### src/hw/rtl/rdsc_pkg.sv
`timescale 1ns / 1ps

package rdsc_pkg;

  // Widths of the stream payloads and the configuration port
  localparam int unsigned InDataW  = 48;
  localparam int unsigned InUserW  = 3;
  localparam int unsigned OutDataW = 24;
  localparam int unsigned CfgAddrW = 5;
  localparam int unsigned CfgDataW = 32;

  localparam int unsigned PowerupTicksDefault = 100;
  localparam logic [6:0]  MaxLevelPct = 7'd100;

  // Command and event codes
  typedef enum logic [2:0] {
    ACT_SET_DIMMER    = 3'd0,
    ACT_SET_RELAY     = 3'd1,
    ACT_SET_INTENSITY = 3'd2,
    ACT_TICK          = 3'd3,
    ACT_DIMMER_FAULT  = 3'd4,
    ACT_SWITCH_FAULT  = 3'd5,
    ACT_GOING_TO_DFU  = 3'd6,
    ACT_UNUSED        = 3'd7
  } action_t;

  // Forced-event report codes
  typedef enum logic [1:0] {
    FORCED_NONE      = 2'd0,
    FORCED_RELAY_ON  = 2'd1,
    FORCED_SWITCH_OFF = 2'd2
  } forced_t;

  // Configuration register indexes (byte address / 4)
  typedef enum logic [2:0] {
    REG_SWITCHING_ALLOWED   = 3'd0,
    REG_DIMMING_ALLOWED     = 3'd1,
    REG_BOOT_DIM_TRY        = 3'd2,
    REG_POWER_THRESHOLD     = 3'd3,
    REG_POWER_THRESHOLD_UNC = 3'd4,
    REG_POWER_ZERO_CAL      = 3'd5,
    REG_CHECK_DELAY         = 3'd6,
    REG_NONE                = 3'd7
  } reg_idx_t;

  typedef struct packed {
    logic        switching_allowed;
    logic        dimming_allowed;
    logic        boot_dim_try_allowed;
    logic [15:0] power_threshold_mw;
    logic [15:0] power_threshold_uncal_mw;
    logic        power_zero_calibrated;
    logic [15:0] check_delay_ticks;
  } cfg_t;

  typedef struct packed {
    logic        want_relay;
    logic [6:0]  want_level;
    logic        saved_relay;
    logic [6:0]  saved_level;
    logic        out_relay;
    logic [7:0]  out_level;
    logic        power_checked;
    logic        power_measured;
    logic [15:0] powerup_count;
    logic [15:0] check_count;
    logic        store_req;
  } sup_t;

  // Dimmer circuit counts as powered once the power-up countdown ran out or power was seen
  function automatic logic circuit_powered(sup_t s);
    return (s.powerup_count == 16'd0) || s.power_measured;
  endfunction

  // Record the intended state, flag a store when it differs from the saved one
  function automatic sup_t save_state(sup_t s, logic relay, logic [6:0] level);
    sup_t r;
    r = s;
    r.want_relay = relay;
    r.want_level = level;
    if (relay != s.saved_relay || level != s.saved_level) begin
      r.saved_relay = relay;
      r.saved_level = level;
      r.store_req   = 1'b1;
    end
    return r;
  endfunction

  // Move the relay unless an interlock holds it
  function automatic sup_t drive_relay(sup_t s, logic on, logic overload, logic dimfail);
    sup_t r;
    r = s;
    if (on && !(dimfail || !overload)) begin
      r = s;
    end else if (!on && dimfail) begin
      r = s;
    end else begin
      r.out_relay = on;
    end
    return r;
  endfunction

  // Move the dimmer unless dimming is barred or unsafe
  function automatic sup_t drive_level(sup_t s, cfg_t c, logic [7:0] v, logic overload,
                                       logic dimfail);
    sup_t r;
    r = s;
    if (!(v != 8'd0 && (!c.dimming_allowed || dimfail || overload || !circuit_powered(s))))
      r.out_level = v;
    return r;
  endfunction

  // Drop to relay-only operation
  function automatic sup_t fall_back(sup_t s);
    sup_t r;
    r = s;
    r.out_relay = 1'b1;
    r.out_level = 8'd0;
    r = save_state(r, 1'b1, 7'd0);
    return r;
  endfunction

  // Bring the actual drive towards the intended state
  function automatic sup_t resolve(sup_t s, cfg_t c, logic overload, logic dimfail);
    sup_t r;
    logic safe_dim;
    logic pwr;
    logic lvl_nz;
    r = s;
    safe_dim = !dimfail && !overload;
    pwr      = circuit_powered(s);
    lvl_nz   = (s.want_level != 7'd0);
    if (s.want_relay ||
        (lvl_nz && (!c.dimming_allowed || !safe_dim || (!pwr && s.power_checked)))) begin
      r = drive_relay(r, 1'b1, overload, dimfail);
      r.out_level = 8'd0;
    end else if (c.dimming_allowed && !s.power_checked && !pwr && lvl_nz) begin
      if (!safe_dim || !c.boot_dim_try_allowed) begin
        r = fall_back(r);
      end else begin
        // Start a dimmer trial and arm the power check
        r.out_level = {1'b0, s.want_level};
        r.out_relay = 1'b0;
        if (s.check_count == 16'd0)
          r.check_count = c.check_delay_ticks;
      end
    end else begin
      r = drive_level(r, c, {1'b0, s.want_level}, overload, dimfail);
      r = drive_relay(r, 1'b0, overload, dimfail);
    end
    return r;
  endfunction

endpackage

### src/hw/rtl/relay_dimmer_safety_controller.sv
`timescale 1ns / 1ps

// Relay and dimmer supervisor.
// Input stream: one command or event per word. s_tuser carries the action code,
// s_tdata the level, requested relay state, error flags and measured power.
// Output stream: one result word per input word with the actual drive, the
// intended state, the powered flag and the per-word reports.
// Configuration: APB-style port, seven registers at byte addresses 0..24;
// write only while the stream is idle.
// Latency: a result is valid the cycle after its input word is accepted.
// Throughput: one word per cycle when not stalled; the whole update is a few
// levels of compare and select logic between the state registers and the result
// register. The input side is ready whenever the result register is empty or
// being drained, so a stalled receiver stops input after one word is buffered.
// Reset (rst, synchronous) clears the drive and intended state, loads the
// power-up countdown with POWERUP_TICKS, empties the result register and
// restores the register defaults.
module relay_dimmer_safety_controller #(
  parameter int unsigned POWERUP_TICKS = rdsc_pkg::PowerupTicksDefault
) (
  input  logic                          clk,
  input  logic                          rst,
  // value[7:0], relay_req[8], err_chip_temp[9], err_over_current[10],
  // err_over_current_dimmer[11], err_dimmer_temp[12], err_dimmer_on[13],
  // power_usage_mw[45:14], zero fill [47:46]
  input  logic [rdsc_pkg::InDataW-1:0]  s_tdata,
  // action[2:0]
  input  logic [rdsc_pkg::InUserW-1:0]  s_tuser,
  input  logic                          s_tvalid,
  output logic                          s_tready,
  // relay_drive[0], dimmer_drive[8:1], intended_relay[9], intended_dimmer[16:10],
  // dimmer_powered[17], powered_report[18], forced_event[20:19],
  // store_request[21], zero fill [23:22]
  output logic [rdsc_pkg::OutDataW-1:0] m_tdata,
  output logic                          m_tvalid,
  input  logic                          m_tready,
  input  logic                          psel,
  input  logic                          penable,
  input  logic                          pwrite,
  input  logic [rdsc_pkg::CfgAddrW-1:0] paddr,
  input  logic [rdsc_pkg::CfgDataW-1:0] pwdata,
  output logic [rdsc_pkg::CfgDataW-1:0] prdata,
  output logic                          pready
);
  import rdsc_pkg::*;

  cfg_t     cfg;
  reg_idx_t reg_idx;
  sup_t     st;
  sup_t     st_next;
  logic     in_fire;

  action_t        action;
  logic [7:0]     value;
  logic           relay_req;
  logic           overload;
  logic           dimfail;
  logic signed [31:0] power_mw;
  logic           rep_powered;
  forced_t        forced;
  logic           check_fail;

  logic [OutDataW-1:0] result;

  // Unpack the input word
  assign action    = action_t'(s_tuser);
  assign value     = s_tdata[7:0];
  assign relay_req = s_tdata[8];
  assign overload  = s_tdata[9] | s_tdata[10];
  assign dimfail   = s_tdata[11] | s_tdata[12] | s_tdata[13];
  assign power_mw  = $signed(s_tdata[45:14]);

  assign s_tready = !m_tvalid || m_tready;
  assign in_fire  = s_tvalid && s_tready;

  // Configuration port
  assign pready  = 1'b1;
  assign reg_idx = reg_idx_t'(paddr[4:2]);

  always_ff @(posedge clk) begin
    if (rst) begin
      cfg.switching_allowed        <= 1'b1;
      cfg.dimming_allowed          <= 1'b0;
      cfg.boot_dim_try_allowed     <= 1'b1;
      cfg.power_threshold_mw       <= 16'd0;
      cfg.power_threshold_uncal_mw <= 16'd0;
      cfg.power_zero_calibrated    <= 1'b0;
      cfg.check_delay_ticks        <= 16'd1;
    end else if (psel && penable && pwrite) begin
      case (reg_idx)
        REG_SWITCHING_ALLOWED:   cfg.switching_allowed        <= pwdata[0];
        REG_DIMMING_ALLOWED:     cfg.dimming_allowed          <= pwdata[0];
        REG_BOOT_DIM_TRY:        cfg.boot_dim_try_allowed     <= pwdata[0];
        REG_POWER_THRESHOLD:     cfg.power_threshold_mw       <= pwdata[15:0];
        REG_POWER_THRESHOLD_UNC: cfg.power_threshold_uncal_mw <= pwdata[15:0];
        REG_POWER_ZERO_CAL:      cfg.power_zero_calibrated    <= pwdata[0];
        REG_CHECK_DELAY:         cfg.check_delay_ticks        <= pwdata[15:0];
        default: ;
      endcase
    end
  end

  // Read back the addressed register
  always_comb begin
    case (reg_idx)
      REG_SWITCHING_ALLOWED:   prdata = {31'd0, cfg.switching_allowed};
      REG_DIMMING_ALLOWED:     prdata = {31'd0, cfg.dimming_allowed};
      REG_BOOT_DIM_TRY:        prdata = {31'd0, cfg.boot_dim_try_allowed};
      REG_POWER_THRESHOLD:     prdata = {16'd0, cfg.power_threshold_mw};
      REG_POWER_THRESHOLD_UNC: prdata = {16'd0, cfg.power_threshold_uncal_mw};
      REG_POWER_ZERO_CAL:      prdata = {31'd0, cfg.power_zero_calibrated};
      REG_CHECK_DELAY:         prdata = {16'd0, cfg.check_delay_ticks};
      default:                 prdata = '0;
    endcase
  end

  // Power check compare against both thresholds
  assign check_fail =
    (power_mw < $signed({16'd0, cfg.power_threshold_mw})) ||
    ((power_mw < $signed({16'd0, cfg.power_threshold_uncal_mw})) &&
     !cfg.power_zero_calibrated);

  // Apply one command or event to the supervisor state
  always_comb begin
    st_next           = st;
    st_next.store_req = 1'b0;
    rep_powered       = 1'b0;
    forced            = FORCED_NONE;
    case (action)
      ACT_SET_DIMMER: begin
        if (cfg.switching_allowed) begin
          st_next = save_state(st_next, 1'b0, (value > {1'b0, MaxLevelPct}) ?
                               MaxLevelPct : value[6:0]);
          st_next = resolve(st_next, cfg, overload, dimfail);
        end
      end
      ACT_SET_RELAY: begin
        if (cfg.switching_allowed)
          st_next = drive_relay(st_next, relay_req, overload, dimfail);
      end
      ACT_SET_INTENSITY: begin
        if (cfg.switching_allowed)
          st_next = drive_level(st_next, cfg, value, overload, dimfail);
      end
      ACT_TICK: begin
        if (st.powerup_count != 16'd0) begin
          st_next.powerup_count = st.powerup_count - 16'd1;
          if (st.powerup_count == 16'd1)
            rep_powered = 1'b1;
        end
        if (st.check_count != 16'd0) begin
          st_next.check_count = st.check_count - 16'd1;
          if (st.check_count == 16'd1) begin
            // Countdown expired: judge the dimmer by its measured power
            st_next.power_checked = 1'b1;
            if (cfg.dimming_allowed && st_next.want_level != 7'd0) begin
              if (check_fail) begin
                st_next.power_measured = 1'b0;
                st_next = fall_back(st_next);
              end else begin
                st_next.power_measured = 1'b1;
              end
              rep_powered = 1'b1;
            end
            st_next = resolve(st_next, cfg, overload, dimfail);
          end
        end
      end
      ACT_DIMMER_FAULT: begin
        st_next.out_relay = 1'b1;
        st_next.out_level = 8'd0;
        forced            = FORCED_RELAY_ON;
      end
      ACT_SWITCH_FAULT: begin
        st_next.out_relay = 1'b0;
        st_next.out_level = 8'd0;
        st_next           = save_state(st_next, 1'b0, 7'd0);
        forced            = FORCED_SWITCH_OFF;
      end
      ACT_GOING_TO_DFU: begin
        st_next = drive_relay(st_next, 1'b1, overload, dimfail);
      end
      default: ;
    endcase
  end

  // Pack the result word
  assign result = {2'b00, st_next.store_req, forced, rep_powered,
                   circuit_powered(st_next), st_next.want_level, st_next.want_relay,
                   st_next.out_level, st_next.out_relay};

  // Advance the state on each accepted word
  always_ff @(posedge clk) begin
    if (rst) begin
      st.want_relay     <= 1'b0;
      st.want_level     <= 7'd0;
      st.saved_relay    <= 1'b0;
      st.saved_level    <= 7'd0;
      st.out_relay      <= 1'b0;
      st.out_level      <= 8'd0;
      st.power_checked  <= 1'b0;
      st.power_measured <= 1'b0;
      st.powerup_count  <= 16'(POWERUP_TICKS);
      st.check_count    <= 16'd0;
      st.store_req      <= 1'b0;
    end else if (in_fire) begin
      st <= st_next;
    end
  end

  // Hold the result until the receiver takes it
  always_ff @(posedge clk) begin
    if (rst) begin
      m_tvalid <= 1'b0;
    end else if (in_fire) begin
      m_tvalid <= 1'b1;
    end else if (m_tready) begin
      m_tvalid <= 1'b0;
    end
  end

  always_ff @(posedge clk) begin
    if (in_fire)
      m_tdata <= result;
  end

endmodule

### config.mk
export PLATFORM = sky130hd
export DESIGN_NAME = relay_dimmer_safety_controller
export DESIGN_NICKNAME = d
export VERILOG_FILES = /design/src/hw/rtl/rdsc_pkg.sv /design/src/hw/rtl/relay_dimmer_safety_controller.sv
export SDC_FILE = /design/constraint.sdc
export NUM_CORES = 1
export LEC_CHECK = 0
export ABC_CLOCK_PERIOD_IN_PS = 2650
export BUFFER_PORTS_ARGS = -buffer_cell sky130_fd_sc_hd__buf_2
export CAP_MARGIN = 20
export CORE_AREA = 2 2 156 112
export DETAILED_ROUTE_END_ITERATION = 10
export DIE_AREA = 0 0 158 114
export GPL_TIMING_DRIVEN = 0
export PLACE_DENSITY = 0.79
export SYNTH_ARGS = -nofsm -noshare
export SYNTH_HDL_FRONTEND = slang
export SYNTH_SLANG_ARGS = --single-unit
### constraint.sdc
create_clock -name clk -period 2.65 [get_ports clk]
set_input_delay 0.1325 -clock clk [delete_from_list [all_inputs] [get_ports clk]]
set_output_delay 0.1325 -clock clk [all_outputs]
set_load 0.03 [all_outputs]
**Word level (Yosys, flattened, before mapping)**

Index checks and enable logic that the tools add are counted.

- Bits in registers: 134

- $add $sub $neg: 2
- $lt $le $gt $ge: 3
- Equal/unequal tests: 23
- Multiplexer cells: 61
- Bitwise gates (word level): 10
- Reductions and logical operators: 83

Operators by type and width:

| operator | number |
|---|---|
| $mux W60 | 11 |
| $pmux W35 S5 | 1 |
| $mux W16 | 7 |
| $pmux W16 S7 | 1 |
| $mux W44 | 2 |
| $logic_not A16 Y1 | 5 |
| $mux W8 | 10 |
| $pmux W16 S5 | 1 |
| $lt A32 B17 Y1 | 2 |
| $pmux W9 S7 | 1 |
| $mux W43 | 1 |
| $reduce_bool A7 Y1 | 6 |
| $eq A16 B1 Y1 const B | 2 |
| $reduce_bool A16 Y1 | 2 |
| $sub A16 B1 Y16 const B | 2 |
| $mux W26 | 1 |
| $logic_and A1 B1 Y1 | 21 |
| $mux W1 | 21 |
| $logic_or A1 B1 Y1 | 20 |
| $eq A3 B3 Y1 const B | 6 |
| $mux W9 | 2 |
| $ne A2 B2 Y1 const B | 8 |
| $reduce_and A8 Y1 | 2 |
| $reduce_and A2 Y1 | 7 |
| other kinds (14) | 40 |

**Longest topological paths before layout**

Gate-level depths: netlist (run 1).

- Depth in word-level cells: 21
- Mapped depth: 10
- Depth with buffers taken out: 9

**Least setup slack after synthesis (run 1)**

No wires, ideal clock.

- Path kind: reg2reg
- Start: register cfg[47] in the netlist's numbering
- End: register m_tdata[0] in the netlist's numbering, data pin
- Setup time: 0.276 ns
- Data arrival time: 2.284 ns
- Slack: 0.091 ns
- Cell stages (with the launch flop): 10
- Path buffers: 1
- Clock period less this slack: 2.559 ns
- Cells stage by stage: dfxtp_1 > inv_1 > ha_1 > nand4_1 > or3_1 > o41a_1 > a31o_2 > o21ai_1 > clkbuf_1 > a22oi_1

- Word-level cells in the longest chain between the ends: 17

Ends and longest elaborated chain:

| element | RTL line | RTL |
|---|---|---|
| from (decl) | relay_dimmer_safety_controller.sv:47 | `cfg_t cfg;` |
| $lt A32 B17 Y1 * | relay_dimmer_safety_controller.sv:119 | `(power_mw < $signed({16'd0, cfg.power_threshold_mw})) \|\|` |
| $logic_or A1 B1 Y1 * | relay_dimmer_safety_controller.sv:119 |  |
| $mux W1 | relay_dimmer_safety_controller.sv:157 | `if (check_fail) begin` |
| $mux W60 * | relay_dimmer_safety_controller.sv:156 | `if (cfg.dimming_allowed && st_next.want_level != 7'd0) begin` |
| $mux W60 * | relay_dimmer_safety_controller.sv:153 | `if (st.check_count == 16'd1) begin` |
| $mux W60 * | relay_dimmer_safety_controller.sv:151 | `if (st.check_count != 16'd0) begin` |
| $mux W60 * | relay_dimmer_safety_controller.sv:129 | `case (action)` |
| $logic_or A1 B1 Y1 | rdsc_pkg.sv:72 | `return (s.powerup_count == 16'd0) \|\| s.power_measured;` |
| (+2 left out) | n/a |  |
| $logic_or A1 B1 Y1 | rdsc_pkg.sv:134 | `(lvl_nz && (!c.dimming_allowed \|\| !safe_dim \|\| (!pwr && s.power_checked)))) begin` |
| $logic_and A1 B1 Y1 | rdsc_pkg.sv:134 |  |
| $logic_or A1 B1 Y1 | rdsc_pkg.sv:133 | `if (s.want_relay \|\|` |
| $mux W60 * | rdsc_pkg.sv:133 |  |
| $mux W60 * | relay_dimmer_safety_controller.sv:153 |  |
| $mux W60 * | relay_dimmer_safety_controller.sv:151 |  |
| $pmux W9 S7 * | relay_dimmer_safety_controller.sv:129 |  |
| net result[0] | relay_dimmer_safety_controller.sv:63 | `logic [OutDataW-1:0] result;` |
| to (signal assigned) | relay_dimmer_safety_controller.sv:224 | `m_tdata <= result;` |
| to (decl) | relay_dimmer_safety_controller.sv:34 | `output logic [rdsc_pkg::OutDataW-1:0] m_tdata,` |

Mark *: on every way through the listed nets, which the timed path passes. The rest lies on a longest branch. The select of a mux whose other input is x is not followed.
A chain may end at the register's enable or synchronous reset.

**Worst setup path after layout (run 1)**

- Start: register cfg[47] in the netlist's numbering
- End: register m_tdata[10] in the netlist's numbering, data pin

- Word-level cells in the longest chain between the ends: 17

Ends and longest elaborated chain:

| element | RTL line |
|---|---|
| $lt A32 B17 Y1 * | relay_dimmer_safety_controller.sv:119 |
| $logic_or A1 B1 Y1 * | relay_dimmer_safety_controller.sv:119 |
| $mux W1 | relay_dimmer_safety_controller.sv:157 |
| $mux W60 * | relay_dimmer_safety_controller.sv:156 |
| $mux W60 * | relay_dimmer_safety_controller.sv:153 |
| $mux W60 * | relay_dimmer_safety_controller.sv:151 |
| $mux W60 * | relay_dimmer_safety_controller.sv:129 |
| $logic_or A1 B1 Y1 | rdsc_pkg.sv:72 |
| (+2 left out) | n/a |
| $logic_or A1 B1 Y1 | rdsc_pkg.sv:134 |
| $logic_and A1 B1 Y1 | rdsc_pkg.sv:134 |
| $logic_or A1 B1 Y1 | rdsc_pkg.sv:133 |
| $mux W60 * | rdsc_pkg.sv:133 |
| $mux W60 * | relay_dimmer_safety_controller.sv:153 |
| $mux W60 * | relay_dimmer_safety_controller.sv:151 |
| $pmux W16 S5 * | relay_dimmer_safety_controller.sv:129 |
| net result[10] | relay_dimmer_safety_controller.sv:63 |

Marked as above.

==> reports/results.txt, run 1 <==
Outcome -> finished with violations
Violated checks -> setup timing
Power Dens Cells -> 504 mW/mm^2
Min Tclk post-route -> 2.74 ns
# setup viols final -> 13
Core footprint -> 0.0167 sq mm
DR DRC count -> 0
R2R setup slack -> -0.09 ns
Dominant cell type by area after synthesis -> dfxtp_1
Largest net degree at the start of global routing -> 32
R2R cell count -> 10
H-tree depth -> 4
Most common cell in the synthesized netlist -> nand2_1
CTS clk-pin slew, worst paths -> 0.07 ns
Hold Worst Slack -> 0.0109 ns
Placed Instances -> 1407
Maximum vdd drop -> 0.327 mV
Vias per std cell -> 5.89
Register area -> 0.00291 sq mm
Hold path endpoint -> m_tvalid
Worst reg2reg path startpoint -> cfg[47]
GRT Util Overall -> 0.289
Critical path, cell by cell -> inv_2 -> ha_4 -> nand4_1 -> or3_4 -> o41a_1 -> a31o_4 -> o21ai_4 -> buf_8 -> nand3_2 -> o21ai_2
Clock skew -> 0.0105 ns
Routed WL per cell -> 17.8 um
Hold wc startpoint -> m_tready
Root buffer cell -> clkbuf_16
RSZ-0062 raised after global routing -> true
Later-pin clock latency in the skew report -> 0.44 ns
I/O pin total -> 154
Initial antenna violation count -> 0
Tcrit/Tclk final -> 1.03
Pleak -> 3.99 nW
Die area -> 0.0180 sq mm
Hold Crit Depth -> 3
Seq/Total Area, Yosys -> 0.355
Setup TNS -> -0.466 ns
CP Capture Type -> register
Critical Path Max Stage Delay -> 0.47 ns
Fill count -> 1470
Post-synthesis cell area -> 0.00817 sq mm
Via count -> 8679
#FFs+latches synth -> 134
Yosys cell types -> 84
DR pass1 iterations -> 5
DIE WIDTH -> 158 um
Global-route wire length before repair -> 40200 um
Syn_area_per_cell -> 7.79 sq um
Critical setup path kind -> reg2reg
Max Cap Viol -> 0
TritonCTS clock tree -> built
Die Y -> 114 um
Diode count -> 0
Synthesized instance count -> 1049
Fmax -> 365 MHz
Gp weighted congestion -> 0.960
Clock tree buffer depth -> 2
Row count -> 40
Synth Warn # -> 0
Ys flop type -> dfxtp_1
Slowest CP cell -> o41a_1
Number of flops mapped to enable cells by yosys -> 22
Final Hold Fails -> 0
Top cells by area, synth -> dfxtp_1 (27%), nand2_1 (8.5%), edfxtp_1 (8.1%), a21oi_1 (6.1%), ha_1 (5.4%)
Area of the multi-input gates -> 0.00522 sq mm
Pre-CTS setup slack -> -0.624 ns
Layout area overhead -> 27.9%
Port Buf Inserts -> 110
Worst setup SP type -> register
Slew margin rel. -> 0.268
CTS buffer count -> 17
Routed Antenna Nets -> 0
Slew @ Worst Pin -> 1.10 ns
Synth top cells by count -> nand2_1 (184), dfxtp_1 (112), a21oi_1 (99), nor2_1 (84), o21ai_0 (60)
# clock sinks -> 134
Top cell type's share of synthesized area -> 0.274
DP HPWL -> 18900 um
Critical path buffers and inverters -> 2
Final Worst Setup Slack -> -0.0875 ns
Vias in the first global route -> 7817
Share of cells above drive strength 1 -> 0.237
Worst EP required -> 2.92 ns
Asr flop ratio synth -> 0
Layout Nets -> 1360
Reg2reg end -> m_tdata[10]
Worst path top cell family by delay -> compound AO/OA/AOI/OAI gates
GRT Residual Overflow -> 0
Min-Delay Path Class -> in2reg
Initial detailed-routing violation count -> 871
WP data arrival -> 3.01 ns
CP max FO -> 5
Max Slew Vio Count -> 0
Final Non-Filler Cells -> 1474
Final WL -> 26200 um
Initial Utilization -> 0.489
cells by family (layout without fill, tap and decap cells):
| family | Yosys count | count (layout) | share of synthesized area |
|---|---|---|---|
| adders and majority gates | 35 | 35 | 0.0536 |
| and+or+nand+nor | 439 | 439 | 0.256 |
| DFF | 134 | 134 | 0.355 |
| AOI/OAI and AO/OA | 275 | 275 | 0.216 |
| muxes | 23 | 23 | 0.0299 |
| other | 2 | 19 | 0.000919 |
| xor gates and xnor gates | 22 | 22 | 0.0236 |
| buffers and inverters | 119 | 296 | 0.0651 |
area by class of cell:
class                   count  area share
inverters                  48      0.0172
well taps                 231      0.0277
clock buffers              19      0.0444
multi-input cells         813       0.500
flip-flops and latches    134       0.279
repair buffers            146      0.0838
plain buffers              70      0.0362
clock inverters            13      0.0125
state kept, by name, summed over array words and instances (netlist names):
signal	cells
st	59
m_tvalid	1
m_tdata	22
cfg	52
per-stage QoR:
step	total power [W]	utilization	instance area (sq um)
after floorplan	0.00258	-	8230
after global placement	0.00278	0.543	9070
after detailed placement	0.00279	0.543	9070
after CTS	0.00523	0.611	10200
after global routing	0.00541	0.625	10400
final	0.00527	0.625	10400
per-layer routing:
layer,part of all wire,vias up,global-route usage,routed length (um)
met5,0,-,0,0
met4,0.026,0,0.103,691
met3,0.11,73,0.0748,2760
met2,0.43,464,0.436,11400
met1,0.43,4042,0.401,11400
li1,-,4100,-,-
how the worst max path moves through the flow:
stage	from	to	slack [ns]	cells past startpoint
after global routing	cfg[46]	m_tdata[10]	-0.16	10
after detailed placement	cfg[34]	m_tdata[21]	-0.62	8
final	cfg[47]	m_tdata[10]	-0.09	10
after global placement	cfg[48]	m_tdata[2]	-0.58	9
after floorplan	cfg[47]	m_tdata[0]	0.09	9
after CTS	cfg[47]	m_tdata[1]	-0.08	10
cell usage in the layout (no fill, tap or decap), drive strengths merged, types with 4 or more instances in the layout:
cell type	netlist	routed
a211oi	18	18
nor3b	5	5
buf	27	156
a31oi	5	5
inv	48	56
nand3	26	26
or3	13	13
nand2	184	184
nor3	43	43
or4	7	7
xor2	9	9
nand4	7	7
nand3b	5	5
nor2	84	84
mux2i	21	21
a21o	8	8
a21oi	100	100
a22o	5	5
o31ai	7	7
dlygate4sd3	0	16
nor4	21	21
edfxtp	22	22
ha	35	35
o211ai	10	10
conb	2	19
dfxtp	112	112
or2	9	9
a2111oi	4	4
and3	9	9
or3b	4	4
o21ai	66	66
o21a	8	8
nand2b	8	8
and2	4	4
xnor2	13	13
clkbuf	44	63
power breakdown:
part / leakage, nW / total (W) / switching, W / internal (W)
combinational: 2.57 / 0.000696 / 0.000455 / 0.000241
sequential: 1.13 / 0.00214 / 0.0000287 / 0.00211
clock: 0.293 / 0.00243 / 0.00103 / 0.00140
total: 3.99 / 0.00527 / 0.00152 / 0.00375
worst register-to-register path, delay by kind of cell, from the launching register on:
family	cells	cell delay [ns]
AOI/OAI and AO/OA	4	1.15
and+or+nand+nor	3	0.60
DFF	1	0.34
adders and majority gates	1	0.25
buffers and inverters	2	0.22
timing repair:
item                                   4_1_cts  5_1_grt
endpoints found under the hold margin       46        0
setup endpoints to repair                   56       62
gates cloned                                 1        0
hold buffers                                16        0
pin swaps                                   16       16
gates resized for setup                     74       49
setup buffers                               13        6
(Power assumes the default switching activity.)
==> inputs of run 2 (changes only) <==
--- a/config.mk
+++ b/config.mk
@@ -5,14 +5,16 @@
 export SDC_FILE = /design/constraint.sdc
 export NUM_CORES = 1
 export LEC_CHECK = 0
+export ABC_AREA = 1
 export ABC_CLOCK_PERIOD_IN_PS = 2650
 export BUFFER_PORTS_ARGS = -buffer_cell sky130_fd_sc_hd__buf_2
 export CAP_MARGIN = 20
-export CORE_AREA = 2 2 156 112
+export CORE_AREA = 2 2 159 115
 export DETAILED_ROUTE_END_ITERATION = 10
-export DIE_AREA = 0 0 158 114
+export DIE_AREA = 0 0 161 117
 export GPL_TIMING_DRIVEN = 0
 export PLACE_DENSITY = 0.79
+export SKIP_LAST_GASP = 1
 export SYNTH_ARGS = -nofsm -noshare
 export SYNTH_HDL_FRONTEND = slang
 export SYNTH_SLANG_ARGS = --single-unit
==> run 2 against run 1 <==
Against the previous run: sequential power up 4%; register-to-register slack improved by 0.25 ns; largest cell class unchanged; combinational power is 35% higher; worst setup slack improved by 0.25 ns; largest power group unchanged; cell area is 2.7% lower; the run now ends clean; first-iteration DRC count is 20% higher; fmax grew 9.9%.
==> reports/results.txt, run 2 <==
Seq/Total Area, Yosys -> 0.341 (-0.0139)
Critical Path Max Stage Delay -> 0.39 ns (-0.08 ns)
Critical setup path kind -> reg2reg
Number of flops mapped to enable cells by yosys -> 22 (unchanged)
#FFs+latches synth -> 134 (unchanged)
Clock Power Share -> 0.421 (-0.040)
WP data arrival -> 2.67 ns (-0.34 ns)
Vias in the first global route -> 8131 (+4.0%)
Reg power frac -> 0.407 (about the same)
Row count -> 41 (+2.5%)
# setup viols final -> 0 (-13)
RSZ-0062 raised after global routing -> true
Final Hold Fails -> 0 (unchanged)
Min-Delay Path Class -> in2reg
Maximum vdd drop -> 0.346 mV (+5.6%)
Later-pin clock latency in the skew report -> 0.43 ns (about the same)
Synthesized instance count -> 1224 (+17%)
Final core utilization -> 0.583 (-0.0420)
Routed WL per cell -> 16.4 um (-7.9%)
Hold wc startpoint -> pwdata[15]
Power Dens Cells -> 536 mW/mm^2 (+6.4%)
Hold path endpoint -> cfg[48]
Layout area overhead -> 19.6%
GRT Util Overall -> 0.285 (-0.00375)
DP HPWL -> 20300 um (+7.5%)
Max reg flops -> 59 (unchanged)
CTS clk-pin slew, worst paths -> 0.06 ns (about the same)
Global-route wire length before repair -> 42100 um (+4.8%)
Commonest non-fill, non-tap cell in the layout -> nand2_1
Layout Nets -> 1517 (+12%)
Top cells by area, synth -> dfxtp_1 (26%), nand2_1 (9.9%), edfxtp_1 (7.8%), inv_1 (7.4%), a21oi_1 (6.4%)
Tcrit/Tclk final -> 0.940 (-0.0929)
Asr flop ratio synth -> 0 (unchanged)
Slew margin rel. -> 0.464 (+0.196)
Critical path, cell by cell -> inv_1 -> ha_1 -> nand3_2 -> nand4_2 -> nor2_2 -> nand2_2 -> nand2_4 -> nor3_1 -> a21oi_2 -> inv_1
Dominant cell type by area after synthesis -> dfxtp_1
Post-synthesis cell area -> 0.00850 sq mm (+4.1%)
Die area -> 0.0188 sq mm (+4.6%)
Clock tree buffer depth -> 2 (unchanged)
I/O pin total -> 154 (unchanged)
DR pass1 iterations -> 6 (+1)
Reg2reg end -> m_tdata[10]
Worst path top cell family by delay -> simple AND/OR/NAND/NOR gates
Final WL -> 26800 um (+2.4%)
R2R cell count -> 10 (unchanged)
DR DRC count -> 0 (unchanged)
Core footprint -> 0.0174 sq mm (+4.3%)
CTS buffer count -> 17 (unchanged)
Max Cap Viol -> 0 (unchanged)
DIE WIDTH -> 161 um (+1.9%)
Fmax -> 401 MHz (+9.9%)
CP Capture Type -> register
Hold Crit Depth -> 3 (unchanged)
Min Tclk post-route -> 2.49 ns (-0.246 ns)
Routed Antenna Nets -> 0 (unchanged)
Worst reg2reg path startpoint -> st[17]
Top cell type's share of synthesized area -> 0.264 (-0.0107)
Critical path buffers and inverters -> 2 (unchanged)
Largest registers -> st x59, cfg x52, m_tdata x22
Slew @ Worst Pin -> 0.804 ns (-0.291 ns)
Max Slew Vio Count -> 0 (unchanged)
Synth top cells by count -> nand2_1 (224), inv_1 (167), nor2_1 (138), dfxtp_1 (112), a21oi_1 (108)
Initial Utilization -> 0.488 (-0.00125)
GRT Residual Overflow -> 0 (unchanged)
Hold Worst Slack -> 0.0442 ns (+0.0333 ns)
Most common cell in the synthesized netlist -> nand2_1
Yosys cell types -> 53 (-37%)
Initial antenna violation count -> 2 (+2)
Die Y -> 117 um (+2.6%)
Most frequent cells in the layout -> nand2_1 (223), inv_1 (166), nor2_1 (137)
Switching share of total power -> 0.306 (+0.0186)
Via count -> 9038 (+4.1%)
Port Buf Inserts -> 112 (+1.8%)
Synth Warn # -> 0 (unchanged)
Outcome -> finished, final reports clean
Ys flop type -> dfxtp_1
Root buffer cell -> clkbuf_16
Pleak -> 4.76 nW (+19%)
Share of cells above drive strength 1 -> 0.168 (-0.0687)
Gp weighted congestion -> 1.02 (+6.3%)
Reg with most FFs -> st
Worst setup SP type -> register
TritonCTS clock tree -> built
Gate power share -> 0.172 (+0.040)
CP max FO -> 7 (+2)
# clock sinks -> 134 (unchanged)
Initial detailed-routing violation count -> 1046 (+20%)
CP most frequent cell -> inv_1
Worst EP required -> 2.83 ns (-0.09 ns)
P_sw -> 0.00167 W (+10%)
Syn_area_per_cell -> 6.95 sq um (-11%)
Int Pwr -> 0.00378 W (+0.81%)
R2R setup slack -> 0.16 ns (+0.25 ns)
Largest net degree at the start of global routing -> 32 (unchanged)
Slowest CP cell -> dfxtp_1
Clock skew -> 0.00755 ns (-0.00296 ns)
Vias per std cell -> 5.52 (-6.3%)
H-tree depth -> 4 (unchanged)
[run 2: cell count changes in the layout (fill, tap and decap cells not counted), moves of 18 or more]
cell	change
inv_1	+123
nor2_1	+56
o21ai_0	+55
nand3_1	+44
nand2_1	+41
nor3_1	-22
mux2i_1	-21
buf_4	-18
[run 2: logic make-up after synthesis]
| family | after synthesis | share of synthesized area |
|---|---|---|
| and+or+nand+nor | 507 | 0.272 |
| muxes | 1 | 0.00132 |
| buffers and inverters | 236 | 0.117 |
| DFF | 134 | 0.341 |
| other | 2 | 0.000883 |
| xor gates and xnor gates | 24 | 0.0247 |
| AOI/OAI and AO/OA | 285 | 0.191 |
| adders and majority gates | 35 | 0.0515 |
[run 2: how the worst max path moves through the flow]
stage / slack (ns) / endpoint / startpoint / depth (start not counted)
6_report: 0.16 / m_tdata[10] / st[17] / 10
2_1_floorplan: 0.43 / m_tdata[0] / m_tvalid / 4
3_3_place_gp: 0.1 / st[39] / cfg[48] / 13
3_5_place_dp: 0.09 / m_tdata[0] / cfg[48] / 14
4_1_cts: 0.07 / m_tdata[3] / cfg[48] / 13
5_1_grt: -0.02 / m_tdata[3] / cfg[48] / 14
[run 2: power by group through the flow]
stage	Sequential, W	Combinational (W)	Clock, W
2_1_floorplan	0.00230	0.000571	0
3_3_place_gp	0.00226	0.000875	0
3_5_place_dp	0.00226	0.000892	0
4_1_cts	0.00222	0.000915	0.00230
5_1_grt	0.00223	0.00104	0.00238
6_report	0.00222	0.000939	0.00230
[run 2: layout make-up]
cell class,count,area [sq um]
antenna,2,5.00
clock buffer,20,479
fill,1652,7270
timing repair buffer,127,708
multi-input combinational,871,4680
clock inverter,12,88.8
buffer,59,332
sequential,134,2900
tap,236,295
inverter,177,673
[run 2: stage by stage]
stage / setup slack (ns) / cell area, sq um / setup TNS (ns) / std cells / total power, W
detailed placement: 0.0919 / 9420 / 0 / 1589 / 0.00315
floorplan: 0.434 / 8570 / 0 / 1241 / 0.00287
global placement: 0.0964 / 9420 / 0 / 1589 / 0.00313
global route: -0.0172 / 10200 / -0.0577 / 1638 / 0.00565
finish: 0.159 / 10200 / 0 / 1638 / 0.00545
CTS: 0.0668 / 10100 / 0 / 1635 / 0.00543
[run 2: repair_timing]
action / CTS / global route
setup endpoints to repair: 0 / 43
hold buffers: 14 / 0
setup buffers: 0 / 1
hold endpoints to repair: 14 / 0
resized for setup: 0 / 8
[run 2: tightest hold or removal path, cell delays in order]
cell	delay, ns
buf_2	0.12
o21ai_0	0.08
a21oi_1	0.10
[run 2: layer usage]
| layer | wire, um | share of wire | global-route usage |
|---|---|---|---|
| met2 | 11000 | 0.41 | 0.430 |
| met5 | 0 | 0 | 0 |
| met3 | 3270 | 0.12 | 0.0761 |
| met4 | 548 | 0.020 | 0.0857 |
| met1 | 12000 | 0.45 | 0.403 |
